===== src/hw/rtl/brfp_pkg.sv =====
// Shared types and constants for the byte ring FIFO with peek.
package brfp_pkg;

    // Widths fixed by the word fields.
    localparam int unsigned CNT_W = 11;
    localparam int unsigned REQ_W = 7;
    localparam int unsigned OFF_W = 10;
    localparam int unsigned BYTE_W = 8;

    // Action codes on the input and kind codes on the output share one encoding.
    typedef enum logic [1:0] {
        KIND_PUT    = 2'd0,
        KIND_GET    = 2'd1,
        KIND_PEEK   = 2'd2,
        KIND_STATUS = 2'd3
    } kind_t;

    // Command passed from the front part to the back part.
    typedef struct packed {
        kind_t              kind;
        logic               is_read;
        logic [REQ_W-1:0]   count;
        logic [CNT_W-1:0]   amount;
        logic [CNT_W-1:0]   free;
    } cmd_t;

endpackage


===== src/hw/rtl/brfp_back.sv =====
// Back part: steps through commands, reads the store and drives the result words.
module brfp_back #(
    parameter int unsigned AW = 10
) (
    input  logic                          clk,
    input  logic                          rst_n,
    input  logic                          q_valid,
    input  brfp_pkg::cmd_t                q_cmd,
    input  logic [AW-1:0]                 q_addr,
    output logic                          q_pop,
    output logic                          busy_get,
    output logic                          ram_re,
    output logic [AW-1:0]                 ram_raddr,
    input  logic [brfp_pkg::BYTE_W-1:0]   ram_rdata,
    output logic                          out_valid,
    input  logic                          out_stall,
    output logic [1:0]                    result_kind,
    output logic [brfp_pkg::BYTE_W-1:0]   out_byte,
    output logic                          byte_valid,
    output logic [brfp_pkg::CNT_W-1:0]    amount,
    output logic [brfp_pkg::CNT_W-1:0]    free_space,
    output logic                          run_last
);

    // Sequencer holding the command in progress.
    logic                          seq_valid_reg;
    brfp_pkg::cmd_t                seq_cmd_reg;
    logic [AW-1:0]                 seq_addr_reg;

    // Stage aligned with the registered RAM read.
    logic                          s1_valid_reg;
    brfp_pkg::kind_t               s1_kind_reg;
    logic                          s1_read_reg;
    logic [brfp_pkg::CNT_W-1:0]    s1_amount_reg;
    logic [brfp_pkg::CNT_W-1:0]    s1_free_reg;
    logic                          s1_last_reg;

    // Output register.
    logic                          out_valid_reg;
    brfp_pkg::kind_t               out_kind_reg;
    logic [brfp_pkg::BYTE_W-1:0]   out_byte_reg;
    logic                          out_bv_reg;
    logic [brfp_pkg::CNT_W-1:0]    out_amount_reg;
    logic [brfp_pkg::CNT_W-1:0]    out_free_reg;
    logic                          out_last_reg;

    logic out_ready;
    logic s1_adv;
    logic s1_free;
    logic seq_step;
    logic seq_final;
    logic seq_load;

    // Advance conditions, from the output back toward the queue.
    assign out_ready = !out_valid_reg || !out_stall;
    assign s1_adv    = s1_valid_reg && out_ready;
    assign s1_free   = !s1_valid_reg || s1_adv;
    assign seq_step  = seq_valid_reg && s1_free;
    assign seq_final = (seq_cmd_reg.count == brfp_pkg::REQ_W'(1));
    assign seq_load  = q_valid && (!seq_valid_reg || (seq_step && seq_final));
    assign q_pop     = seq_load;
    assign busy_get  = seq_valid_reg && seq_cmd_reg.is_read
                       && (seq_cmd_reg.kind == brfp_pkg::KIND_GET);
    assign ram_re    = seq_step && seq_cmd_reg.is_read;
    assign ram_raddr = seq_addr_reg;

    assign out_valid   = out_valid_reg;
    assign result_kind = out_kind_reg;
    assign out_byte    = out_byte_reg;
    assign byte_valid  = out_bv_reg;
    assign amount      = out_amount_reg;
    assign free_space  = out_free_reg;
    assign run_last    = out_last_reg;

    // Payload registers of all three steps.
    always_ff @(posedge clk)
    begin
        if (seq_load)
        begin
            seq_cmd_reg  <= q_cmd;
            seq_addr_reg <= q_addr;
        end
        else if (seq_step)
        begin
            seq_cmd_reg.count <= seq_cmd_reg.count - 1'b1;
            seq_addr_reg      <= seq_addr_reg + 1'b1;
        end
        if (seq_step)
        begin
            s1_kind_reg   <= seq_cmd_reg.kind;
            s1_read_reg   <= seq_cmd_reg.is_read;
            s1_amount_reg <= seq_cmd_reg.amount;
            s1_free_reg   <= seq_cmd_reg.free;
            s1_last_reg   <= seq_final;
        end
        if (s1_adv)
        begin
            out_kind_reg   <= s1_kind_reg;
            out_byte_reg   <= s1_read_reg ? ram_rdata : '0;
            out_bv_reg     <= s1_read_reg;
            out_amount_reg <= s1_amount_reg;
            out_free_reg   <= s1_free_reg;
            out_last_reg   <= s1_last_reg;
        end
    end

    // Valid flags of the three steps.
    always_ff @(posedge clk or negedge rst_n)
    begin
        if (!rst_n)
        begin
            seq_valid_reg <= 1'b0;
            s1_valid_reg  <= 1'b0;
            out_valid_reg <= 1'b0;
        end
        else
        begin
            if (seq_load)
            begin
                seq_valid_reg <= 1'b1;
            end
            else if (seq_step && seq_final)
            begin
                seq_valid_reg <= 1'b0;
            end
            if (seq_step)
            begin
                s1_valid_reg <= 1'b1;
            end
            else if (s1_adv)
            begin
                s1_valid_reg <= 1'b0;
            end
            if (s1_adv)
            begin
                out_valid_reg <= 1'b1;
            end
            else if (!out_stall)
            begin
                out_valid_reg <= 1'b0;
            end
        end
    end

`ifndef SYNTH
    // A live command always has at least one result left.
    assert property (@(posedge clk) disable iff (!rst_n)
        seq_valid_reg |-> (seq_cmd_reg.count != '0))
        else $error("brfp_back: live command with zero count");
    // Every RAM read lands in the aligned stage on the next cycle.
    assert property (@(posedge clk) disable iff (!rst_n) ram_re |=> (s1_valid_reg && s1_read_reg))
        else $error("brfp_back: read data not captured");
`endif

endmodule


===== config.mk =====
export PLATFORM = sky130hd
export DESIGN_NAME = brfp_back
export DESIGN_NICKNAME = d
export VERILOG_FILES = /design/src/hw/rtl/brfp_pkg.sv /design/src/hw/rtl/brfp_back.sv
export SDC_FILE = /design/constraint.sdc
export NUM_CORES = 1
export LEC_CHECK = 0
export ABC_AREA = 0
export ABC_CLOCK_PERIOD_IN_PS = 10430
export BUFFER_PORTS_ARGS = -buffer_cell sky130_fd_sc_hd__clkbuf_2
export CAP_MARGIN = 10
export CORE_ASPECT_RATIO = 0.7
export CORE_MARGIN = 4
export CORE_UTILIZATION = 38
export CTS_BUF_LIST = sky130_fd_sc_hd__clkbuf_4 sky130_fd_sc_hd__clkbuf_8
export DETAILED_ROUTE_END_ITERATION = 12
export PLACE_DENSITY_LB_ADDON = 0.2
export REMOVE_ABC_BUFFERS = 1
export SKIP_CTS_REPAIR_TIMING = 1
export SYNTH_ARGS = -nofsm -noshare
export SYNTH_HDL_FRONTEND = slang
export SYNTH_SLANG_ARGS = --single-unit

===== constraint.sdc =====
create_clock -name clk -period 10.43 [get_ports clk]
set_clock_uncertainty 0.2 [all_clocks]
set_input_delay 2.086 -clock clk [delete_from_list [all_inputs] [get_ports clk]]
set_output_delay 2.086 -clock clk [all_outputs]
set_load 0.02 [all_outputs]

==> impl_metrics.tcl <==
set metrics [dict create \
    final-hold-violation-count 0 \
    cts_root_buf "clkbuf_8" \
    max_freq_ghz 0.1737 \
    startpoint_type "primary input" \
    period_share 0.5520 \
    grt_overflow 0 \
    grt_pass1_wl_mm 10.29 \
    netlist_area_um2 3767 \
    wirelength_mm 6.437 \
    drc 0 \
    powerDensity_nw_per_um2 173.0 \
    antenna_cells 0 \
    placed_area_um2 4448 \
    setup_tns_ns 0 \
    worstHoldPathType "reg2reg" \
    startpoint "out_stall" \
    io_buffers 101 \
    dr.first_iter.drc_count 85 \
    gp_congestion 0.7362 \
    synthFlopType "edfxtp_1" \
    routedWlPerCell_um 15.00 \
    cp-end-kind "primary output" \
    nets 353 \
    grt_start_max_net_pins 35 \
    final_common_cell "edfxtp_1" \
    cts.sinks 105 \
    finalSetupViolations 0 \
    syn2layout_area_growth_pct 23.68 \
    leakage_nw 1.875 \
    reg2reg_to "seq_cmd_reg[26]" \
    async_flop_share 0.02857 \
    peakVddDrop_v 0.00008195 \
    dp_slack_ns 4.644 \
    post-place-cells 413 \
    drv_slew 0 \
    ys_warn_count 0 \
    drt-pass1-iter-count 4 \
    fin_area_um2 4659 \
    grt_usage 0.1168 \
    initial_core_util 0.3890 \
    post_synth.cell_area_avg_um2 20.59 \
    reg2reg_depth 6 \
    p_total_mw 0.8063 \
    rsz0062_at_grt "no" \
    status "completed" \
    vias_per_cell 4.399 \
    grt_pass1_vias 1924 \
    instances_no_fill 429 \
    cts-root-to-sink-buffers 2 \
    fin_crit_ns 5.758 \
    synth_top_area_cell "edfxtp_1" \
    dieArea_um2 11600 \
    synth.area.top_cells "edfxtp_1 81%, mux2_2 2.7%, mux2_4 2.4%" \
    final_layout_size_suffix_gt1_frac 0.4585 \
    dp.final_hpwl_mm 4.590 \
    endpoint "q_pop" \
    slew_headroom 0.2191 \
    num_rows 30 \
    synth_top_area_frac 0.8130 \
    clk_latency_ns 0.36 \
    synth_edf_count 102 \
    clk_transition_reported_paths_ns 0.10 \
    worstReg2RegStart "seq_cmd_reg[23]" \
    largest_reg_flops 32 \
    ys_seq_area_frac 0.8329 \
    die_w_um 127.0 \
    synthCells 183 \
    htreeDepth 3 \
    worstPathArrival_ns 3.47 \
    cts_tree "yes" \
    ant_nets 0 \
    worst_pin_slew_ns 1.168 \
    yosysUniqueCellTypes 28 \
    cts_buffers 9 \
    core_um2 9684 \
    rrSetupSlack_ns 7.97 \
    io_pins 102 \
    antenna_found_initial 0 \
    synth_seq_cells 105 \
    cp_max_fo 26 \
    critPathKind "in2out" \
    die_h_um 91.31 \
    layout_common_cells "102 x edfxtp_1, 101 x clkbuf_2" \
    worstPathRequired_ns 8.14 \
    num_vias 1887 \
    maxCapViolations 0 \
    setup_ws_ns 4.672 \
]
per-layer routing:
metal  part of all wire  up-vias  GRT usage
met5                  0        -          0
met4              0.016        0    0.04018
met3              0.077       10    0.04350
met2               0.47       60     0.1787
met1               0.44      896     0.1539
li1                   -      921          -
per-stage QoR:
| stage | hold WS (ns) | utilization |
|---|---|---|
| floorplan | 0.2003 | - |
| global placement | 0.2011 | 0.4593 |
| detailed placement | 0.2045 | 0.4593 |
| CTS | 0.2246 | 0.4811 |
| global route | 0.2337 | 0.4811 |
| finish | 0.2210 | 0.4811 |
where the power goes:
part / total [mW] / internal, mW / switching (mW)
clock network: 0.258 / 0.116 / 0.142
registers: 0.489 / 0.480 / 0.00885
logic: 0.0593 / 0.0266 / 0.0327
total: 0.806 / 0.623 / 0.183
cell families after synthesis:
kind of cell    after synthesis  synth area share
mux                          17           0.05613
flops                       105            0.8329
simple gates                 34           0.05380
xor+xnor                     13           0.03022
buf+inv                       8          0.009965
fa+ha+maj                     3          0.009965
compound gates                3          0.006976
layout make-up:
cell class | count | area [µm²]
Fill cell | 882 | 5025
Sequential cell | 105 | 3138
Multi-Input combinational cell | 70 | 603.1
Timing Repair Buffer | 103 | 520.5
Tap cell | 128 | 160.2
Clock buffer | 9 | 123.9
Clock inverter | 7 | 87.58
Inverter | 7 | 26.28
critical path: stages:
cell and delay, ns:
clkbuf_2 0.12, nand3_1 0.16, a41o_2 0.24, nand2_4 0.19, inv_1 0.10, buf_4 0.32
clkbuf_2 0.24
cells in the mapped netlist, types with 2 or more instances:
cell and instances:
xor2_1 4, nand4_1 2, ha_1 3, nor2_1 3
dfrtp_1 3, mux2i_1 2, and3_1 2, nand2b_1 2
mux2_2 9, edfxtp_1 102, mux2_4 6, inv_1 7
xnor2_1 9, and2_1 9, nand2_1 4, nand3_1 4
worst min-delay path by stage:
stage                             to  depth (start not counted)        startpoint
CTS                        amount[8]                          0  s1_amount_reg[8]
floorplan                  amount[0]                          0  s1_amount_reg[0]
finish              s1_amount_reg[5]                          0   seq_cmd_reg[16]
detailed placement         amount[1]                          0  s1_amount_reg[1]
global route          s1_free_reg[9]                          0    seq_cmd_reg[9]
global placement      s1_free_reg[4]                          0    seq_cmd_reg[4]
(Power assumes the default switching activity.)
