==> config.mk <==
export PLATFORM = sky130hd
export DESIGN_NAME = brfp_queue
export DESIGN_NICKNAME = d
export VERILOG_FILES = /design/src/hw/rtl/brfp_pkg.sv /design/src/hw/rtl/brfp_queue.sv
export SDC_FILE = /design/constraint.sdc
export NUM_CORES = 1
export LEC_CHECK = 0
export BUFFER_PORTS_ARGS = -buffer_cell sky130_fd_sc_hd__clkbuf_2
export CAP_MARGIN = 20
export CORE_ASPECT_RATIO = 1.5
export CORE_MARGIN = 4
export CORE_UTILIZATION = 36
export CTS_BUF_LIST = sky130_fd_sc_hd__clkbuf_4
export DETAILED_ROUTE_END_ITERATION = 6
export HOLD_SLACK_MARGIN = 0.1
export MAX_ROUTING_LAYER = met4
export PLACE_DENSITY = 0.65
export SETUP_SLACK_MARGIN = 0.3
export SYNTH_ARGS = -nofsm -noshare
export SYNTH_HDL_FRONTEND = slang
export SYNTH_SLANG_ARGS = --single-unit
==> constraint.sdc <==
create_clock -name clk -period 3 [get_ports clk]
set_input_delay 0.6 -clock clk [delete_from_list [all_inputs] [get_ports clk]]
set_output_delay 0.6 -clock clk [all_outputs]
set_load 0.02 [all_outputs]
==> src/hw/rtl/brfp_pkg.sv <==
// Shared types and constants for the byte ring FIFO with peek.
package brfp_pkg;

    // Widths fixed by the word fields.
    localparam int unsigned CNT_W = 11;
    localparam int unsigned REQ_W = 7;
    localparam int unsigned OFF_W = 10;
    localparam int unsigned BYTE_W = 8;

    // Action codes on the input and kind codes on the output share one encoding.
    typedef enum logic [1:0] {
        KIND_PUT    = 2'd0,
        KIND_GET    = 2'd1,
        KIND_PEEK   = 2'd2,
        KIND_STATUS = 2'd3
    } kind_t;

    // Command passed from the front part to the back part.
    typedef struct packed {
        kind_t              kind;
        logic               is_read;
        logic [REQ_W-1:0]   count;
        logic [CNT_W-1:0]   amount;
        logic [CNT_W-1:0]   free;
    } cmd_t;

endpackage

==> src/hw/rtl/brfp_queue.sv <==
// Two-entry command queue between the front and back parts.
module brfp_queue #(
    parameter int unsigned AW = 10
) (
    input  logic            clk,
    input  logic            rst_n,
    input  logic            push,
    input  brfp_pkg::cmd_t  push_cmd,
    input  logic [AW-1:0]   push_addr,
    output logic            full,
    input  logic            pop,
    output logic            head_valid,
    output brfp_pkg::cmd_t  head_cmd,
    output logic [AW-1:0]   head_addr,
    output logic            holds_get
);

    brfp_pkg::cmd_t q_cmd_reg  [2];
    logic [AW-1:0]  q_addr_reg [2];
    logic           q_vld_reg  [2];
    logic           wr_idx_reg;
    logic           rd_idx_reg;
    logic [1:0]     count_reg;

    assign full       = (count_reg == 2'd2);
    assign head_valid = (count_reg != 2'd0);
    assign head_cmd   = q_cmd_reg[rd_idx_reg];
    assign head_addr  = q_addr_reg[rd_idx_reg];

    // A queued get that still has bytes to read holds back later puts.
    always_comb
    begin
        holds_get = 1'b0;
        for (int i = 0; i < 2; i++)
        begin
            if (q_vld_reg[i] && q_cmd_reg[i].is_read && (q_cmd_reg[i].kind == brfp_pkg::KIND_GET))
            begin
                holds_get = 1'b1;
            end
        end
    end

    // Entry payload needs no reset.
    always_ff @(posedge clk)
    begin
        if (push)
        begin
            q_cmd_reg[wr_idx_reg]  <= push_cmd;
            q_addr_reg[wr_idx_reg] <= push_addr;
        end
    end

    // Indices, fill count and per-entry valid flags.
    always_ff @(posedge clk or negedge rst_n)
    begin
        if (!rst_n)
        begin
            wr_idx_reg   <= 1'b0;
            rd_idx_reg   <= 1'b0;
            count_reg    <= 2'd0;
            q_vld_reg[0] <= 1'b0;
            q_vld_reg[1] <= 1'b0;
        end
        else
        begin
            if (pop)
            begin
                q_vld_reg[rd_idx_reg] <= 1'b0;
                rd_idx_reg            <= ~rd_idx_reg;
            end
            if (push)
            begin
                q_vld_reg[wr_idx_reg] <= 1'b1;
                wr_idx_reg            <= ~wr_idx_reg;
            end
            count_reg <= count_reg + {1'b0, push} - {1'b0, pop};
        end
    end

`ifndef SYNTH
    assert property (@(posedge clk) disable iff (!rst_n) !(push && full))
        else $error("brfp_queue: push while full");
    assert property (@(posedge clk) disable iff (!rst_n) pop |-> head_valid)
        else $error("brfp_queue: pop while empty");
`endif

endmodule

==> reports/results.tsv, run 1 <==
stage	metric	value	unit
outcome	status	finished clean	
grt	grt_max_degree	27	
place	portBuffers	90	
clock_network	cts_tree	built	
drt	drt-initial-drc-count	92	
layout	drive_gt1_frac	0.5862	
drt	wl	5627	µm
layout	largest_reg_flops	64	
clock_network	cts_root_buf	clkbuf_4	
place	pre_cts_ws	1036	ps
clock_network	clock_sinks	90	
clock_network	clock_latency	420	ps
grt	grt_pass1_wl	8528	µm
synthesis	ys_seq_elements	90	
clock_network	cts_buffer_depth	2	
clock_network	cts_resized	0	
sta	rsz0062_at_grt	no	
synthesis	yosysSeqAreaShare	0.7596	
die	chipHeight	129.1	µm
sta	hold_slack	355.9	ps
drt	via_per_inst	4.523	
drt	drc_errors	0	
pwr	p_per_area	928.0	nW/µm²
place	dpl.hpwl	4016	µm
sta	post-route-worst-setup-slack	673.1	ps
synthesis	synth_edf_count	84	
clock_network	numCtsBuffers	9	
synthesis	synth_area_leaders	edfxtp_1 72%, mux2_4 16%, dfrtp_1 4.3%	
critical_path	crit_chain	buf_4 > mux2_2 > clkbuf_2	
drt	routedWlPerCell	15.09	µm
critical_path	path_buf_inv	2	
layout	areaGrowthSynthToFinish	20.59	%
critical_path	crit_family	buffers and inverters	
synthesis	synth_flop_cell	edfxtp_1	
critical_path	critical_path_class	register to primary output	
sta	setup_tns	0	ps
grt	gr-usage-all-layers	0.1091	
critical_path	cp-end-kind	primary output	
layout	layout_common_cells	90 x clkbuf_2, 84 x edfxtp_1, 38 x mux2_4	
synthesis	avgSynthCellArea	22.55	µm²
run	max_cap_violations	0	
sta	tightestPinTransition	685.8	ps
die	core	9415	µm²
die	placementRows	43	
die	io_pins	91	
drt	vias	1687	
synthesis	synth_top_area_frac	0.7169	
synthesis	syn_nets	204	
sta	finalCritPeriodShare	0.7756	
synthesis	async_flop_share	0.06667	
sta	post-route-min-period	2327	ps
critical_path	max_stage_delay	390	ps
sta	final_hold_viol_count	0	
grt	antenna_found_initial	0	
die	fp.dieW	88.72	µm
grt	grt.overflow.total	0	
die	start_util	0.3737	
critical_path	cp_max_fo	26	
clock_network	cts_max_level	3	
place	gp_congestion	0.7173	
clock_network	path_clk_slew	130	ps
drt	first_pass_iters	4	
layout	final_common_cell	clkbuf_2	
critical_path	cpMaxStageDelayCell	buf_4	
sta	fmax	0.4298	GHz
synthesis	synth_top_cell_by_area	edfxtp_1	
sta	slew_violations	0	
sta	relSlewSlack	0.5418	
drt	antenna_left	0	
synthesis	syn_inst	156	
pwr	p_leak	1.743	nW
layout	diodes	0	
critical_path	start_kind	register	
die	die_area	11450	µm²
sta	fin_skew	9.363	ps
worst_hold_path	hold_class	input port to register	
grt	grt_pass1_vias	1705	
synthesis	synth_cell_type_count	17	
sta	setup_viol	0	
layout	final_nets	305	
synthesis	synth_warnings	0	
synthesis	syn_area	3518	µm²
critical_path	arrival	1730	ps
pwr	irDropWorstVdd	0.0006047	V
critical_path	cp.required	2400	ps
-- layer usage --
metal  vias to the layer above  wire, µm  global-route usage
met5                         -         0                   -
met4                         0        99             0.05071
met3                         8       432             0.04771
met2                        56      3165              0.1811
met1                       814      1929              0.1081
li1                        809         -                   -
-- Yosys cell counts (2+ instances only) --
library cell and number:
edfxtp_1 84, mux2_4 38, dfrtp_1 6, buf_12 4
mux2_2 4, a21o_1 2, ha_1 2, inv_1 2
nand2_1 2, nand4b_1 2, nor2b_1 2, xnor2_1 2
xor2_1 2
-- area by class of cell --
cell class,instances,area (µm²)
tap,112,140.1
clock inverter,6,82.58
multi-input combinational,59,755.7
clock buffer,9,67.56
sequential,90,2674
inverter,2,7.507
fill,828,5172
timing repair buffer,95,515.5
-- power by group --
group | switching, mW | total, mW | leakage (nW) | internal (mW)
clock network | 0.365 | 0.693 | 0.0731 | 0.328
registers | 0.0752 | 1.75 | 0.857 | 1.67
logic | 0.821 | 1.50 | 0.813 | 0.675
total | 1.26 | 3.94 | 1.74 | 2.68
-- logic make-up after synthesis --
| logic type | count (synthesis) | share of synthesized area |
|---|---|---|
| AO/OA/AOI/OAI | 2 | 0.004266 |
| XOR/XNOR | 4 | 0.009959 |
| adder cells (fa/ha/maj) | 2 | 0.007111 |
| buffers and inverters | 7 | 0.02810 |
| flip-flops | 90 | 0.7596 |
| multiplexers | 42 | 0.1750 |
| AND/OR/NAND/NOR | 9 | 0.01601 |
-- worst paths after layout --
check / start / end / slack (ps) / cells past startpoint
worst min-delay path: push_addr[8] / q_addr_reg[0][8] / 360 / 1
worst max register to register: wr_idx_reg / q_cmd_reg[0][31] / 1440 / 2
min in group asynchronous: rst_n / count_reg[0] / 530 / 2
worst max-delay path: rd_idx_reg / head_addr[7] / 670 / 3
max in group asynchronous: rst_n / rd_idx_reg / 2300 / 2
worst min register to register: q_vld_reg[0] / q_vld_reg[0] / 490 / 1
-- stage by stage --
step | instances | cell area (µm²) | power, mW | util
floorplan | 156 | 3521 | 2.983 | -
global placement | 357 | 4083 | 3.309 | 0.4336
detailed placement | 357 | 4083 | 3.324 | 0.4336
CTS | 373 | 4243 | 4.026 | 0.4506
global route | 373 | 4243 | 4.168 | 0.4506
finish | 373 | 4243 | 3.937 | 0.4506
-- repair_timing --
item                       CTS  global route
hold endpoints to repair     6             0
hold buffers                 1             0
buffers inserted             0             0
setup endpoints to repair    0             0
Power figures use the tool's default switching activity.
==> inputs of run 2 (changes only) <==
Settings changed: ABC_AREA set to 1.
Clock period 3 ns to 2.15 ns, I/O delays scaled along.
==> run 2 against run 1 <==
Net effect:
- clock-buffer cell count grew 1
- clock power grew 43%
- total power grew 66%
- synthesized area shrank 3.6%
- synthesized cell count grew 63%
- routed wire length grew 25%
- critical path depth grew 2
- flip-flop and latch count is the same
- sequential power grew 41%
- worst hold slack lost 160 ps
- first-iteration DRC count grew 17%
- via count grew 27%
- critical endpoint is now head_cmd[18]
- largest cell class unchanged
- largest power group is now combinational cells
==> reports/results.tsv, run 2 <==
stage	metric	value	unit	change
critical_path	critical_path_class	register to primary output		
drt	first_pass_iters	4		unchanged
pwr	power.share.clock	0.151		-0.025
run	max_cap_violations	0		unchanged
die	start_util	0.3687		-0.004995
worst_hold_path	whs_path_depth	1		unchanged
clock_network	cts_tree	built		
pwr	p_sw_frac	0.3698		+0.04952
synthesis	yosysMostFrequentCell	nand2_1		
layout	areaGrowthSynthToFinish	36.41	%	
worst_hold_path	hold_class	input port to register		
sta	fmax	0.5280	GHz	
grt	grt_max_degree	23		-15%
drt	drc_errors	0		unchanged
outcome	status	finished clean		
synthesis	synth_cell_type_count	14		-3
grt	grt_pass1_vias	2165		+27%
die	chipHeight	126.9	µm	-1.7%
synthesis	syn_inst	255		+63%
grt	grt_pass1_wl	10610	µm	+24%
place	portBuffers	90		unchanged
critical_path	start_kind	register		
drt	via_per_inst	4.479		-0.96%
clock_network	clock_sinks	90		unchanged
clock_network	numCtsBuffers	9		unchanged
synthesis	yosysSeqAreaShare	0.7879		+0.02830
drt	routedWlPerCell	14.63	µm	-3.0%
pwr	p_seq_frac	0.378		-0.066
synthesis	synth_top_cell_by_area	edfxtp_1		
place	gp_congestion	0.6965		-2.9%
clock_network	cts_root_buf	clkbuf_4		
clock_network	clock_latency	410	ps	about the same
clock_network	cts_buffer_depth	2		unchanged
drt	wl	7022	µm	+25%
layout	final_common_cell	nand2_1		
synthesis	yosys-top-cells-count	132 x nand2_1, 84 x edfxtp_1, 9 x inv_1		
sta	final_hold_viol_count	0		unchanged
place	dpl.hpwl	4498	µm	+12%
sta	fin_skew	8.895	ps	-0.4689 ps
critical_path	arrival	1460	ps	-270 ps
die	die_area	11070	µm²	-3.3%
pwr	p_per_area	1414	nW/µm²	+52%
synthesis	synth_flop_cell	edfxtp_1		
drt	vias	2150		+27%
layout	drive_gt1_frac	0.4169		-0.1693
sta	tightestPinTransition	311.7	ps	-374.1 ps
sta	finalCritPeriodShare	0.8809		
drt	antenna_left	0		unchanged
pwr	switching_power	2.419	mW	+92%
synthesis	syn_nets	303		+49%
sta	hold_slack	192.0	ps	-163.9 ps
pwr	irDropWorstVdd	0.0007960	V	+32%
critical_path	cp-end-kind	primary output		
layout	largest_reg_flops	64		unchanged
clock_network	cts_max_level	3		unchanged
synthesis	async_flop_share	0.06667		unchanged
pwr	combPwrFrac	0.471		+0.091
synthesis	avgSynthCellArea	13.30	µm²	-41%
sta	relSlewSlack	0.7922		+0.2504
drt	drt-initial-drc-count	108		+17%
sta	setup_viol	0		unchanged
pwr	internal_power	4.123	mW	+54%
sta	slew_violations	0		unchanged
clock_network	path_clk_slew	130	ps	about the same
pwr	p_leak	2.001	nW	+15%
synthesis	synth_warnings	0		unchanged
synthesis	synth_top_area_frac	0.7436		+0.02671
sta	post-route-min-period	1894	ps	
layout	final_nets	410		+34%
critical_path	cp_max_fo	14		-46%
die	core	9200	µm²	-2.3%
critical_path	reg2regPathDepth	3		+1
grt	antenna_found_initial	1		+1
synthesis	synth_edf_count	84		unchanged
grt	gr-usage-all-layers	0.1337		+0.02454
sta	setup_tns	0	ps	unchanged
die	io_pins	91		unchanged
layout	layout_common_cells	103 x nand2_1, 84 x edfxtp_1, 48 x clkbuf_2		
critical_path	cp.required	1720	ps	-680 ps
sta	rsz0062_at_grt	yes		
synthesis	syn_area	3392	µm²	-3.6%
grt	grt.overflow.total	0		unchanged
synthesis	ys_seq_elements	90		unchanged
die	fp.dieW	87.26	µm	-1.7%
synthesis	synth_area_leaders	edfxtp_1 74%, nand2_1 15%, dfrtp_1 4.4%		
die	placementRows	43		unchanged
## run 2: cell count changes in the layout (fill, tap and decap cells not counted), moves of 10 or more
| cell | before | now |
|---|---|---|
| clkbuf_8 | 0 | 10 |
| nand2_2 | 0 | 26 |
| clkbuf_2 | 90 | 48 |
| nand2_1 | 2 | 103 |
| buf_6 | 0 | 19 |
| mux2_4 | 38 | 0 |
## run 2: through the flow
stage          power (mW)  area [µm²]    util  instances  worst slack, ps
2_1_floorplan       3.953        3400       -        255            425.4
3_3_place_gp        4.561        3946  0.4289        454            626.1
3_5_place_dp        4.607        3946  0.4289        454            614.2
4_1_cts             6.250        4414  0.4798        478            206.5
5_1_grt             6.950        4627  0.5029        480            158.9
6_report            6.542        4627  0.5029        480            256.1
## run 2: final cells by class
type / instances / area [µm²]
Tap cell: 112 / 140.1
Timing Repair Buffer: 102 / 857.1
Clock inverter: 6 / 81.33
Timing Repair inverter: 3 / 57.56
Multi-Input combinational cell: 146 / 685.7
Antenna cell: 1 / 2.502
Fill cell: 809 / 4573
Sequential cell: 90 / 2674
Clock buffer: 10 / 75.07
Inverter: 10 / 53.80
## run 2: worst paths after layout
path	startpoint	to	slack, ps
max	rd_idx_reg	head_cmd[18]	260
min reg2reg	q_vld_reg[0]	q_vld_reg[0]	540
min	push_cmd[7]	q_cmd_reg[0][7]	190
min in group asynchronous	rst_n	q_vld_reg[0]	350
max reg2reg	wr_idx_reg	q_cmd_reg[1][19]	900
max in group asynchronous	rst_n	rd_idx_reg	1630
## run 2: logic make-up after synthesis
logic type | Yosys count | share of synthesized area
flops | 90 | 0.7879
compound gates | 5 | 0.007376
simple gates | 137 | 0.1531
fa+ha+maj | 2 | 0.007376
xor+xnor | 2 | 0.005165
buf+inv | 19 | 0.03910
## run 2: per-layer routing
layer | global-route usage | share of wire | vias to the layer above
met5 | - | 0 | -
met3 | 0.04288 | 0.066 | 8
li1 | - | - | 1070
met2 | 0.2385 | 0.56 | 54
met1 | 0.1314 | 0.36 | 1018
met4 | 0.05149 | 0.016 | 0
## run 2: repair_timing
action,CTS,global route
resized for setup,53,93
gates cloned,4,1
endpoints found under the setup margin,42,43
hold endpoints to repair,6,0
hold buffers,1,0
pin swaps,4,4
buffers inserted,3,0
## run 2: worst max-delay path, stage by stage, from the launching register on
cell     delay (ps)
dfrtp_2         480
buf_6           150
buf_12          140
nand2_1          60
nand2_1          60
buf_2           150
## run 2: power groups by stage
stage | sequential [mW] | clock [mW] | combinational [mW]
floorplan | 2.46 | 0 | 1.49
global placement | 2.48 | 0 | 2.08
detailed placement | 2.50 | 0 | 2.11
CTS | 2.46 | 1.03 | 2.76
global route | 2.50 | 1.11 | 3.34
finish | 2.47 | 0.988 | 3.08
