<file path="src/hw/rtl/brfp_pkg.sv">
// Shared types and constants for the byte ring FIFO with peek.
package brfp_pkg;

    // Widths fixed by the word fields.
    localparam int unsigned CNT_W = 11;
    localparam int unsigned REQ_W = 7;
    localparam int unsigned OFF_W = 10;
    localparam int unsigned BYTE_W = 8;

    // Action codes on the input and kind codes on the output share one encoding.
    typedef enum logic [1:0] {
        KIND_PUT    = 2'd0,
        KIND_GET    = 2'd1,
        KIND_PEEK   = 2'd2,
        KIND_STATUS = 2'd3
    } kind_t;

    // Command passed from the front part to the back part.
    typedef struct packed {
        kind_t              kind;
        logic               is_read;
        logic [REQ_W-1:0]   count;
        logic [CNT_W-1:0]   amount;
        logic [CNT_W-1:0]   free;
    } cmd_t;

endpackage

</file>
<file path="src/hw/rtl/brfp_front.sv">
// Front part: accepts words, keeps the pointers, writes put bytes and issues commands.
module brfp_front #(
    parameter int unsigned DEPTH = 1024,
    parameter int unsigned MAX_RUN = 64
) (
    input  logic                          clk,
    input  logic                          rst_n,
    input  logic                          in_valid,
    output logic                          in_stall,
    input  logic [1:0]                    action,
    input  logic [brfp_pkg::BYTE_W-1:0]   data_byte,
    input  logic                          put_last,
    input  logic [brfp_pkg::REQ_W-1:0]    request_count,
    input  logic [brfp_pkg::OFF_W-1:0]    peek_offset,
    input  logic                          q_full,
    input  logic                          read_busy,
    output logic                          push,
    output brfp_pkg::cmd_t                cmd,
    output logic [$clog2(DEPTH)-1:0]      cmd_addr,
    output logic                          wr_en,
    output logic [$clog2(DEPTH)-1:0]      wr_addr,
    output logic [brfp_pkg::BYTE_W-1:0]   wr_data
);

    localparam int unsigned AW = $clog2(DEPTH);
    localparam int unsigned PTR_W = AW + 1;

    logic [PTR_W-1:0]           wp_reg;
    logic [PTR_W-1:0]           wp_next;
    logic [PTR_W-1:0]           rp_reg;
    logic [PTR_W-1:0]           rp_next;
    logic [brfp_pkg::CNT_W-1:0] run_cnt_reg;
    logic [brfp_pkg::CNT_W-1:0] run_cnt_next;

    brfp_pkg::kind_t            act;
    logic                       accept;
    logic [PTR_W-1:0]           used;
    logic                       full;
    logic [31:0]                used32;
    logic [31:0]                req32;
    logic [31:0]                n32;
    logic [brfp_pkg::REQ_W-1:0] n;
    logic [31:0]                off32;
    logic [31:0]                peek_sum;
    logic                       peek_hit;
    logic [brfp_pkg::CNT_W-1:0] cnt_inc;
    logic [brfp_pkg::CNT_W-1:0] ack_cnt;
    logic [PTR_W-1:0]           used_after;
    logic [31:0]                free32;

    // Occupancy and the quantities derived from it.
    always_comb
    begin
        act      = brfp_pkg::kind_t'(action);
        used     = wp_reg - rp_reg;
        full     = (used == PTR_W'(DEPTH));
        used32   = 32'(used);
        req32    = (32'(request_count) > 32'(MAX_RUN)) ? 32'(MAX_RUN) : 32'(request_count);
        n32      = (req32 > used32) ? used32 : req32;
        n        = n32[brfp_pkg::REQ_W-1:0];
        off32    = 32'(peek_offset);
        peek_hit = (off32 < used32);
        peek_sum = 32'(rp_reg) + off32;
        cnt_inc  = (run_cnt_reg != '1) ? (run_cnt_reg + 1'b1) : run_cnt_reg;
        ack_cnt  = full ? run_cnt_reg : cnt_inc;
    end

    // Puts wait while a get still has bytes to read, so a freed slot is never overwritten early.
    assign in_stall = q_full || ((act == brfp_pkg::KIND_PUT) && read_busy);
    assign accept   = in_valid && !in_stall;
    assign wr_addr  = wp_reg[AW-1:0];
    assign wr_data  = data_byte;

    // Classify the word, update the pointers and build the command.
    always_comb
    begin
        wp_next      = wp_reg;
        rp_next      = rp_reg;
        run_cnt_next = run_cnt_reg;
        wr_en        = 1'b0;
        push         = 1'b0;
        cmd_addr     = rp_reg[AW-1:0];
        cmd.kind     = act;
        cmd.is_read  = 1'b0;
        cmd.count    = brfp_pkg::REQ_W'(1);
        cmd.amount   = used32[brfp_pkg::CNT_W-1:0];
        cmd.free     = '0;
        if (accept)
        begin
            unique case (act)
                brfp_pkg::KIND_PUT:
                begin
                    if (!full)
                    begin
                        wr_en   = 1'b1;
                        wp_next = wp_reg + 1'b1;
                    end
                    cmd.amount = ack_cnt;
                    if (put_last)
                    begin
                        push         = 1'b1;
                        run_cnt_next = '0;
                    end
                    else
                    begin
                        run_cnt_next = ack_cnt;
                    end
                end
                brfp_pkg::KIND_GET:
                begin
                    push       = 1'b1;
                    cmd.amount = brfp_pkg::CNT_W'(n);
                    if (n != '0)
                    begin
                        cmd.is_read = 1'b1;
                        cmd.count   = n;
                        rp_next     = rp_reg + PTR_W'(n);
                        // A get that drains the store sends both pointers home.
                        if (rp_next == wp_reg)
                        begin
                            rp_next = '0;
                            wp_next = '0;
                        end
                    end
                end
                brfp_pkg::KIND_PEEK:
                begin
                    push        = 1'b1;
                    cmd.is_read = peek_hit;
                    cmd_addr    = peek_sum[AW-1:0];
                end
                brfp_pkg::KIND_STATUS:
                begin
                    push = 1'b1;
                end
            endcase
        end
        // Free space is reported as it stands after the word has acted.
        used_after = wp_next - rp_next;
        free32     = 32'(DEPTH) - 32'(used_after);
        cmd.free   = free32[brfp_pkg::CNT_W-1:0];
    end

    // Pointer and run-count registers.
    always_ff @(posedge clk or negedge rst_n)
    begin
        if (!rst_n)
        begin
            wp_reg      <= '0;
            rp_reg      <= '0;
            run_cnt_reg <= '0;
        end
        else
        begin
            wp_reg      <= wp_next;
            rp_reg      <= rp_next;
            run_cnt_reg <= run_cnt_next;
        end
    end

`ifndef SYNTH
    // Occupancy never exceeds the store size.
    assert property (@(posedge clk) disable iff (!rst_n) 32'(used) <= 32'(DEPTH))
        else $error("brfp_front: occupancy beyond depth");
    // No put byte is written while a get still reads the store.
    assert property (@(posedge clk) disable iff (!rst_n) !(wr_en && read_busy))
        else $error("brfp_front: write during pending get");
`endif

endmodule

</file>
<file path="config.mk">
export PLATFORM = sky130hd
export DESIGN_NAME = brfp_front
export DESIGN_NICKNAME = d
export VERILOG_FILES = /design/src/hw/rtl/brfp_pkg.sv /design/src/hw/rtl/brfp_front.sv
export SDC_FILE = /design/constraint.sdc
export NUM_CORES = 1
export LEC_CHECK = 0
export ABC_AREA = 1
export BUFFER_PORTS_ARGS = -buffer_cell sky130_fd_sc_hd__buf_4
export CAP_MARGIN = 25
export CORE_MARGIN = 2
export CORE_UTILIZATION = 51
export CTS_BUF_LIST = sky130_fd_sc_hd__clkbuf_4
export CTS_CLUSTER_SIZE = 24
export DETAILED_ROUTE_END_ITERATION = 8
export MAX_ROUTING_LAYER = met4
export PLACE_DENSITY = 0.74
export SYNTH_ARGS = -nofsm -noshare
export SYNTH_HDL_FRONTEND = slang
export SYNTH_SLANG_ARGS = --single-unit
</file>
<file path="constraint.sdc">
create_clock -name clk -period 26.1 [get_ports clk]
set_input_delay 5.22 -clock clk [delete_from_list [all_inputs] [get_ports clk]]
set_output_delay 5.22 -clock clk [all_outputs]
set_load 0.01 [all_outputs]
</file>
==> flow_summary.toml, run 1 <==
[power]
vdd_drop_max_uv = 131
finalPower_mw = 0.887
p_leak_nw = 3.33
power_density_nw_per_um2 = 147

[hold_path]
hp-class = "flop to flop"
min_to = "run_cnt_reg[10]$_DFFE_PN0P_"
hold_depth = 2
holdCritStartpoint = "run_cnt_reg[10]$_DFFE_PN0P_"

[global_route]
grt_first_pass_wirelength_um = 25800
grt_pass1_vias = 5093
antenna_found_initial = 0
met3_usage_pct = 3.19
gr-usage-met1_pct = 39.6
overflow = 0
grtUsageTotal_pct = 29.6
grt_max_degree = 34
top_usage_layer = "met2"
global_route.usage.met2_pct = 46.6

[yosys]
synth_edf_count = 0
synthArstFlopShare_pct = 100
yosysWarnings = 0
syn_inst = 826
synth_ff_type = "dfrtp_1"
synth_area_um2 = 5350
syn_area_per_cell_um2 = 6.48
synth.distinct_cells = 49
seq_area_frac_synth_pct = 15.4
ys_seq_elements = 33
synth_fp_nets = 930

[sta]
fin_setup_tns_ns = 0
slew_viol_final = 0
max_freq_ghz = 0.0582
setup_ws_ns = 8.92
period_minus_slack_ns = 17.18
finalSetupViolCount = 0
hold_viol = 0
rsz0062_at_grt = "no"
maxSlewHeadroom_pct = 48.4
finClkSkew_ns = 0.0194
fin_crit_sh_pct = 65.8
tightest_slew_ns = 0.770

[finish]
final_util_pct = 58.8
nNetsFinal = 987
fillerInstances = 1034
n_antenna_cell = 0
final_common_cell = "nand2_1"
syn_to_final_growth_pct = 12.4
final_cell_mix = "175 x nand2_1, 156 x inv_1, 81 x buf_4"
drive_above_1_share_pct = 15.2

[clocking]
post_cts_hold_buffer_count = 0
clockBufferDepth = 2
cts_htree_levels = 2
cts_tree = "built"
path_clk_slew_ns = 0.13
clock_latency_ns = 0.37
ctsResizeCount = 0
cts_sinks = 33
cts_root_buf = "clkbuf_4"
numCtsBuffers = 5
cts_setup_buffers = 0

[die]
start_util_pct = 52.3
pin_count = 96
die_h_um = 106
core_um2 = 10200
die_area_um2 = 11300
die_w_um = 106
placementRows = 37

[route]
wl_per_cell_um = 15.9
viasPerCell = 5.52
drtPass1Iterations = 5
routed_wl_um = 16200
drt_iter0_drc = 462
drc_errors = 0
dr_total_vias = 5628
ant_nets = 0

[critical_path]
arrival_ns = 11.96
r2r_slack_ns = 19.73
rr_endpoint = "wp_reg[2]$_DFF_PN0_"
crit_top_cell = "nand2_1"
crit_fanout = 9
r2r_cells = 39
worstPathRequired_ns = 20.88
slowest_stage = "fa_1"
r2r-start = "wp_reg[0]$_DFF_PN0_"
max_stage_delay_ns = 0.41
worst_setup_path_end_kind = "output port"
startpoint_type = "primary input"
path_class = "primary input to output port"

[place]
post-place-ws_ns = 8.95
hpwl_um = 13300
gp_congestion = 1.01
io_buffer_count = 79

[run]
max-cap-violations = 0

[status]
outcome = "finished, final reports clean"
-- how the worst max path moves through the flow --
stage | startpoint | end | slack, ns | cells after the start
after global placement | request_count[0] | cmd[10] | 9.22 | 52
after floorplan | request_count[0] | cmd[9] | 10.03 | 45
after CTS | request_count[0] | cmd[10] | 8.94 | 52
final | request_count[0] | cmd[10] | 8.92 | 52
after global routing | request_count[0] | cmd[10] | 8.12 | 53
after detailed placement | request_count[0] | cmd[10] | 8.95 | 52
-- stage by stage --
| step | cells | hold slack [ns] | instance area (µm²) |
|---|---|---|---|
| after CTS | 1020 | 0.569 | 6010 |
| after floorplan | 826 | 0.502 | 5350 |
| after global routing | 1020 | 0.634 | 6010 |
| final | 1020 | 0.562 | 6010 |
| after global placement | 1012 | 0.527 | 5930 |
| after detailed placement | 1012 | 0.540 | 5930 |
-- cells by family (layout without fill, tap and decap cells) --
| logic type | count (synthesis) | in the layout | synth area share (%) |
|---|---|---|---|
| AO/OA/AOI/OAI | 131 | 131 | 14.5 |
| flip-flops | 33 | 33 | 15.4 |
| XOR/XNOR | 36 | 36 | 6.04 |
| buffers and inverters | 191 | 249 | 14.9 |
| AND/OR/NAND/NOR | 364 | 364 | 31.9 |
| adder cells (fa/ha/maj) | 71 | 71 | 17.2 |
-- per-layer routing --
metal	part of all wire [%]	vias to the layer above
met5	0	-
met4	3.3	0
met3	7.0	53
met2	46	239
met1	43	2551
li1	-	2785
-- worst max-delay path: cells and delay by family --
| family | cells | cell delay, ns |
|---|---|---|
| AOI/OAI and AO/OA | 9 | 1.43 |
| buffers and inverters | 9 | 0.88 |
| and+or+nand+nor | 28 | 2.82 |
| adders and majority gates | 5 | 1.34 |
| xor gates and xnor gates | 1 | 0.24 |
-- cell type report --
| type | instances | area (µm²) | area share, % |
|---|---|---|---|
| Clock inverter | 3 | 46.3 | 0.770 |
| Clock buffer | 5 | 37.5 | 0.624 |
| Sequential cell | 33 | 826 | 13.7 |
| Multi-Input combinational cell | 602 | 3720 | 61.9 |
| Timing Repair Buffer | 81 | 608 | 10.1 |
| Inverter | 160 | 601 | 9.99 |
| Tap cell | 136 | 170 | 2.83 |
-- synth_stat cells, drive strengths merged (5+ instances only) --
cell,instances,share of area (%)
nand2,199,15
inv,160,11
ha,67,16
nand3,67,7.1
nor2,61,5.1
o21ai,49,4.8
a21oi,38,3.8
dfrtp,33,15
xor2,30,4.9
buf,24,3.2
o22ai,16,1.9
nand4,14,1.8
nor3,9,0.84
clkbuf,7,0.49
o31ai,6,0.84
xnor2,6,1.1
nor4,5,0.58
o221ai,5,0.82
or2,5,0.58
-- where the power goes --
group / internal, mW / switching (mW)
sequential: 0.0667 / 0.0330
combinational: 0.300 / 0.444
clock: 0.0203 / 0.0226
total: 0.387 / 0.500
Note: power is estimated with default switching activity, not from simulation.
==> run 2, diff against run 1 <==
--- a/config.mk
+++ b/config.mk
@@ -5,7 +5,7 @@
 export SDC_FILE = /design/constraint.sdc
 export NUM_CORES = 1
 export LEC_CHECK = 0
-export ABC_AREA = 1
+export ABC_AREA = 0
 export BUFFER_PORTS_ARGS = -buffer_cell sky130_fd_sc_hd__buf_4
 export CAP_MARGIN = 25
 export CORE_MARGIN = 2
==> constraint.sdc (replaced) <==
create_clock -name clk -period 17.2 [get_ports clk]
set_input_delay 3.44 -clock clk [delete_from_list [all_inputs] [get_ports clk]]
set_output_delay 3.44 -clock clk [all_outputs]
set_load 0.01 [all_outputs]
==> run 2 against run 1 <==
Against the previous run: global-route usage about the same; die area fell by 2.5%; hold slack gained 0.039 ns; count of clock-buffer cells in the layout unchanged; power rose by 3.6%; cell area shrank 4.5%; via count is 10% lower; final cell count fell by 18%; clock skew decreased by 0.0045 ns; sequential cell count did not move; non-clock buffer count stayed put; critical endpoint unchanged; largest cell class unchanged.
==> flow_summary.toml, run 2 <==
[status]
outcome = "finished, final reports clean"

[critical_path]
worstPathRequired_ns = 13.76
r2r_cells = 28
crit_fanout = 9
worst_setup_path_end_kind = "output port"
r2r_slack_ns = 9.64
rr_endpoint = "wp_reg[0]$_DFF_PN0_"
max_stage_delay_ns = 0.46
startpoint_type = "primary input"
arrival_ns = 11.42
path_class = "primary input to output port"
slowest_stage = "and3b_1"
crit_top_cell = "ha_1"
r2r-start = "wp_reg[0]$_DFF_PN0_"

[yosys]
syn_inst = 661
synth_ff_type = "dfrtp_1"
synth_top_area_share_pct = 16.1
synth_commonest_cells = "67 x ha_1, 56 x nand2_1, 48 x nor2_1"
synth_most_common_cell = "ha_1"
synth_top_family_by_area = "compound AO/OA/AOI/OAI gates"
synth_fp_nets = 765
synth.distinct_cells = 78
synth_edf_count = 0
seq_area_frac_synth_pct = 15.9
synthArstFlopShare_pct = 100
syn_area_per_cell_um2 = 7.88
synth_area_leaders = "ha_1 16%, dfrtp_1 16%, xnor2_1 5.2%"
synth_xor_area_share_pct = 8.87
yosysWarnings = 0
synth_mux_area_share_pct = 3.89
synth_compound_area_share_pct = 24.5
synthSimpleGateAreaFrac_pct = 20.2
post_synth_fa_ha_maj_area_fraction_pct = 17.6
synth_area_um2 = 5210
yosysTopAreaCell = "ha_1"
ys_seq_elements = 33

[die]
core_um2 = 9860
placementRows = 36
die_w_um = 105
pin_count = 96
die_h_um = 105
start_util_pct = 52.8
die_area_um2 = 11000

[hold_path]
holdCritStartpoint = "run_cnt_reg[6]$_DFFE_PN0P_"
min_to = "run_cnt_reg[6]$_DFFE_PN0P_"
hold_depth = 2
hp-class = "flop to flop"

[clocking]
clock_latency_ns = 0.37
cts_sinks = 33
clockBufferDepth = 2
cts_tree = "built"
post_cts_hold_buffer_count = 0
cts_htree_levels = 2
ctsResizeCount = 0
path_clk_slew_ns = 0.13
numCtsBuffers = 5
cts_setup_buffers = 0
cts_root_buf = "clkbuf_4"

[run]
max-cap-violations = 0

[sta]
tightest_slew_ns = 0.660
rsz0062_at_grt = "no"
finClkSkew_ns = 0.0148
max_freq_ghz = 0.0673
hold_viol = 0
fin_setup_tns_ns = 0
hold_ws_ns = 0.601
setup_ws_ns = 2.34
maxSlewHeadroom_pct = 55.4
period_minus_slack_ns = 14.86
fin_crit_sh_pct = 86.4
finalSetupViolCount = 0
slew_viol_final = 0

[place]
post-place-ws_ns = 2.42
dp_cells = 825
gp_congestion = 0.936
postPlaceCellArea_um2 = 5690
hpwl_um = 12700
io_buffer_count = 79

[power]
power_density_nw_per_um2 = 160
vdd_drop_max_uv = 132
p_leak_nw = 2.71

[route]
wl_per_cell_um = 18.9
drc_errors = 0
viasPerCell = 6.08
drt_iter0_drc = 474
ant_nets = 0
drtPass1Iterations = 5
dr_total_vias = 5066
routed_wl_um = 15700

[global_route]
grt_first_pass_wirelength_um = 25400
overflow = 0
antenna_found_initial = 0
grt_max_degree = 37
grt_pass1_vias = 4954
grtUsageTotal_pct = 29.5

[finish]
final_common_cell = "buf_4"
final_cell_mix = "81 x buf_4, 67 x ha_1, 56 x nand2_1"
final_area_um2 = 5740
nNetsFinal = 803
syn_to_final_growth_pct = 10.3
drive_above_1_share_pct = 17.0
n_antenna_cell = 0
final_cells = 833
[run 2: cell types whose count changed after synthesis, sizes merged, moves of 13 or more]
cell and delta:
nand2 -143, inv -113, nand3 -47, xnor2 +26
nor2b +16, a21o +13, nor2 -13
[run 2: worst max-delay path by stage]
stage,startpoint,endpoint,slack [ns]
floorplan,request_count[1],cmd[10],3.50
global placement,request_count[6],cmd[10],2.72
detailed placement,request_count[6],cmd[10],2.42
CTS,request_count[6],cmd[10],2.39
global route,request_count[6],cmd[10],1.77
finish,request_count[6],cmd[10],2.34
[run 2: where the power goes]
part | leakage [nW] | total, mW | switching, mW | internal [mW]
combinational | 2.27 | 0.747 | 0.412 | 0.335
clock | 0.0310 | 0.0489 | 0.0335 | 0.0154
sequential | 0.407 | 0.123 | 0.0318 | 0.0911
[run 2: stage by stage]
step                      total power [mW]  utilization, %
after CTS                            0.916            58.2
after global routing                  1.01            58.2
after floorplan                      0.626               -
after detailed placement             0.863            57.6
final                                0.919            58.2
after global placement               0.849            57.6
[run 2: layout make-up]
cell class | instances | area (µm²)
Clock buffer | 5 | 37.5
Tap cell | 133 | 166
Fill cell | 944 | 4120
Clock inverter | 3 | 17.5
Sequential cell | 33 | 826
Timing Repair Buffer | 81 | 608
Multi-Input combinational cell | 531 | 3910
Inverter | 47 | 176
[run 2: cell families after synthesis]
group,count (synthesis)
buf+inv,97
fa+ha+maj,71
simple gates,209
flops,33
xor+xnor,51
compound gates,181
mux,19
[run 2: metal layers]
| layer | GRT usage, % | part of all wire (%) |
|---|---|---|
| met5 | - | 0 |
| met1 | 39.0 | 43 |
| met2 | 47.4 | 47 |
| met4 | 8.67 | 2.0 |
| met3 | 3.87 | 7.5 |
[run 2: critical path: cells and delay by family]
family	cells	cell delay, ns
AND/OR/NAND/NOR	12	3.25
adder cells (fa/ha/maj)	5	1.35
AO/OA/AOI/OAI	10	1.79
XOR/XNOR	5	0.80
multiplexers	1	0.40
buffers and inverters	4	0.39
==> run 3, diff against run 2 <==
--- a/config.mk
+++ b/config.mk
@@ -6,15 +6,15 @@
 export NUM_CORES = 1
 export LEC_CHECK = 0
 export ABC_AREA = 0
-export BUFFER_PORTS_ARGS = -buffer_cell sky130_fd_sc_hd__buf_4
 export CAP_MARGIN = 25
 export CORE_MARGIN = 2
 export CORE_UTILIZATION = 51
 export CTS_BUF_LIST = sky130_fd_sc_hd__clkbuf_4
 export CTS_CLUSTER_SIZE = 24
 export DETAILED_ROUTE_END_ITERATION = 8
+export DONT_BUFFER_PORTS = 1
 export MAX_ROUTING_LAYER = met4
-export PLACE_DENSITY = 0.74
+export PLACE_DENSITY = 0.66
 export SYNTH_ARGS = -nofsm -noshare
 export SYNTH_HDL_FRONTEND = slang
 export SYNTH_SLANG_ARGS = --single-unit
==> run 3 against run 2 <==
Against the previous run: combinational power down 15%; critical path depth decreased by 2; critical path type unchanged; power fell by 12%; fmax increased by 2.3%; hold slack worse by 0.0075 ns; highest routed layer unchanged; final cell count fell by 9.6%.
==> flow_summary.toml, run 3 (same netlist as run 2, synthesis figures left out) <==
[power]
power_density_nw_per_um2 = 157
pwr-share-seq_pct = 15.8
switching_share_pct = 56.1
p_leak_nw = 2.32
vdd_drop_max_uv = 124
clkPwrFrac_pct = 5.2
p_switching_mw = 0.452
p_comb_share_pct = 79.0
intPower_mw = 0.354

[run]
max-cap-violations = 0

[sta]
maxSlewHeadroom_pct = 53.8
slew_viol_final = 0
period_minus_slack_ns = 14.52
finClkSkew_ns = 0.0108
hold_viol = 0
fin_setup_tns_ns = 0
setup_ws_ns = 2.68
max_freq_ghz = 0.0689
tightest_slew_ns = 0.693
fin_crit_sh_pct = 84.4
rsz0062_at_grt = "no"
finalSetupViolCount = 0

[critical_path]
startpoint_type = "primary input"
worst_setup_path_end_kind = "output port"
crit_fanout = 9
max_stage_delay_ns = 0.43
r2r_cells = 28
r2r_slack_ns = 9.71
arrival_ns = 11.08
slowest_stage = "or4_1"
crit_path_end = "cmd[10]"
r2r-start = "wp_reg[0]$_DFF_PN0_"
rr_endpoint = "wp_reg[0]$_DFF_PN0_"
worstPathRequired_ns = 13.76
path_class = "primary input to output port"
critPathLaunch = "request_count[1]"
crit_top_cell = "ha_1"

[clocking]
clock_latency_ns = 0.34
cts_sinks = 33
ctsResizeCount = 0
cts_htree_levels = 2
post_cts_hold_buffer_count = 0
path_clk_slew_ns = 0.10
numCtsBuffers = 5
cts_setup_buffers = 0
cts_root_buf = "clkbuf_4"
clockBufferDepth = 2
cts_tree = "built"

[place]
post-place-ws_ns = 2.73
gp_congestion = 0.943
hpwl_um = 12100
io_buffer_count = 0

[route]
wl_per_cell_um = 20.0
routed_wl_um = 15100
drc_errors = 0
drt_iter0_drc = 379
viasPerCell = 6.29
ant_nets = 0
dr_total_vias = 4740
drtPass1Iterations = 5

[finish]
final_util_pct = 52.1
syn_to_final_growth_pct = -1.25
n_antenna_cell = 0
regArea_um2 = 826
final_common_cell = "ha_1"
nNetsFinal = 724
multi_input_area_um2 = 3910
drive_above_1_share_pct = 6.13
fillerInstances = 955
final_cell_mix = "67 x ha_1, 56 x nand2_1, 48 x nor2_1"

[die]
die_h_um = 105
core_um2 = 9860
die_w_um = 105
placementRows = 36
start_util_pct = 52.8
pin_count = 96
die_area_um2 = 11000

[hold_path]
hp-class = "flop to flop"

[global_route]
overflow = 0
grt_pass1_vias = 4605
antenna_found_initial = 0
grt_max_degree = 38
grt_first_pass_wirelength_um = 24200
grtUsageTotal_pct = 28.1

[status]
outcome = "finished, final reports clean"
## run 3: worst max-delay path: cells and delay by family
family	cells	cell delay, ns
AND/OR/NAND/NOR	11	2.82
AO/OA/AOI/OAI	13	2.45
adder cells (fa/ha/maj)	5	1.31
XOR/XNOR	3	0.53
multiplexers	1	0.41
buffers and inverters	2	0.11
## run 3: worst min-delay path by stage
stage	cells past startpoint	slack, ns	end	from
finish	2	0.59	run_cnt_reg[6]$_DFFE_PN0P_	run_cnt_reg[6]$_DFFE_PN0P_
global route	2	0.62	run_cnt_reg[8]$_DFFE_PN0P_	run_cnt_reg[8]$_DFFE_PN0P_
CTS	2	0.60	run_cnt_reg[1]$_DFFE_PN0P_	run_cnt_reg[1]$_DFFE_PN0P_
detailed placement	2	0.58	run_cnt_reg[6]$_DFFE_PN0P_	run_cnt_reg[6]$_DFFE_PN0P_
global placement	2	0.56	run_cnt_reg[9]$_DFFE_PN0P_	run_cnt_reg[9]$_DFFE_PN0P_
floorplan	2	0.54	run_cnt_reg[9]$_DFFE_PN0P_	run_cnt_reg[9]$_DFFE_PN0P_
## run 3: per-stage QoR
step | cells | hold WS, ns | instance area (µm²) | total power, mW
final | 753 | 0.594 | 5140 | 0.807
after global routing | 753 | 0.618 | 5140 | 0.888
after CTS | 753 | 0.595 | 5140 | 0.804
after detailed placement | 746 | 0.575 | 5090 | 0.759
after global placement | 746 | 0.556 | 5090 | 0.752
after floorplan | 661 | 0.536 | 5210 | 0.626
## run 3: per-layer routing
metal  up-vias  part of all wire, %  global-route usage, %
li1       2264                    -                      -
met1      2256                   45                   37.8
met2       188                   46                   44.0
met3        32                  6.1                   3.68
met4         0                  2.8                   8.76
met5         -                    0                      -
## run 3: power by group through the flow
| stage | combinational [mW] | sequential (mW) | clock (mW) |
|---|---|---|---|
| final | 0.637 | 0.127 | 0.0423 |
| after global routing | 0.712 | 0.130 | 0.0459 |
| after CTS | 0.635 | 0.126 | 0.0429 |
| after detailed placement | 0.631 | 0.128 | 0 |
| after global placement | 0.624 | 0.127 | 0 |
| after floorplan | 0.517 | 0.108 | 0 |
## run 3: cell type report
class	count	area share, %
clock buffer	6	0.876
clock inverter	1	0.0730
inverter	47	3.43
multi-input combinational	531	76.0
sequential	33	16.1
tap	133	3.24
timing repair buffer	2	0.292
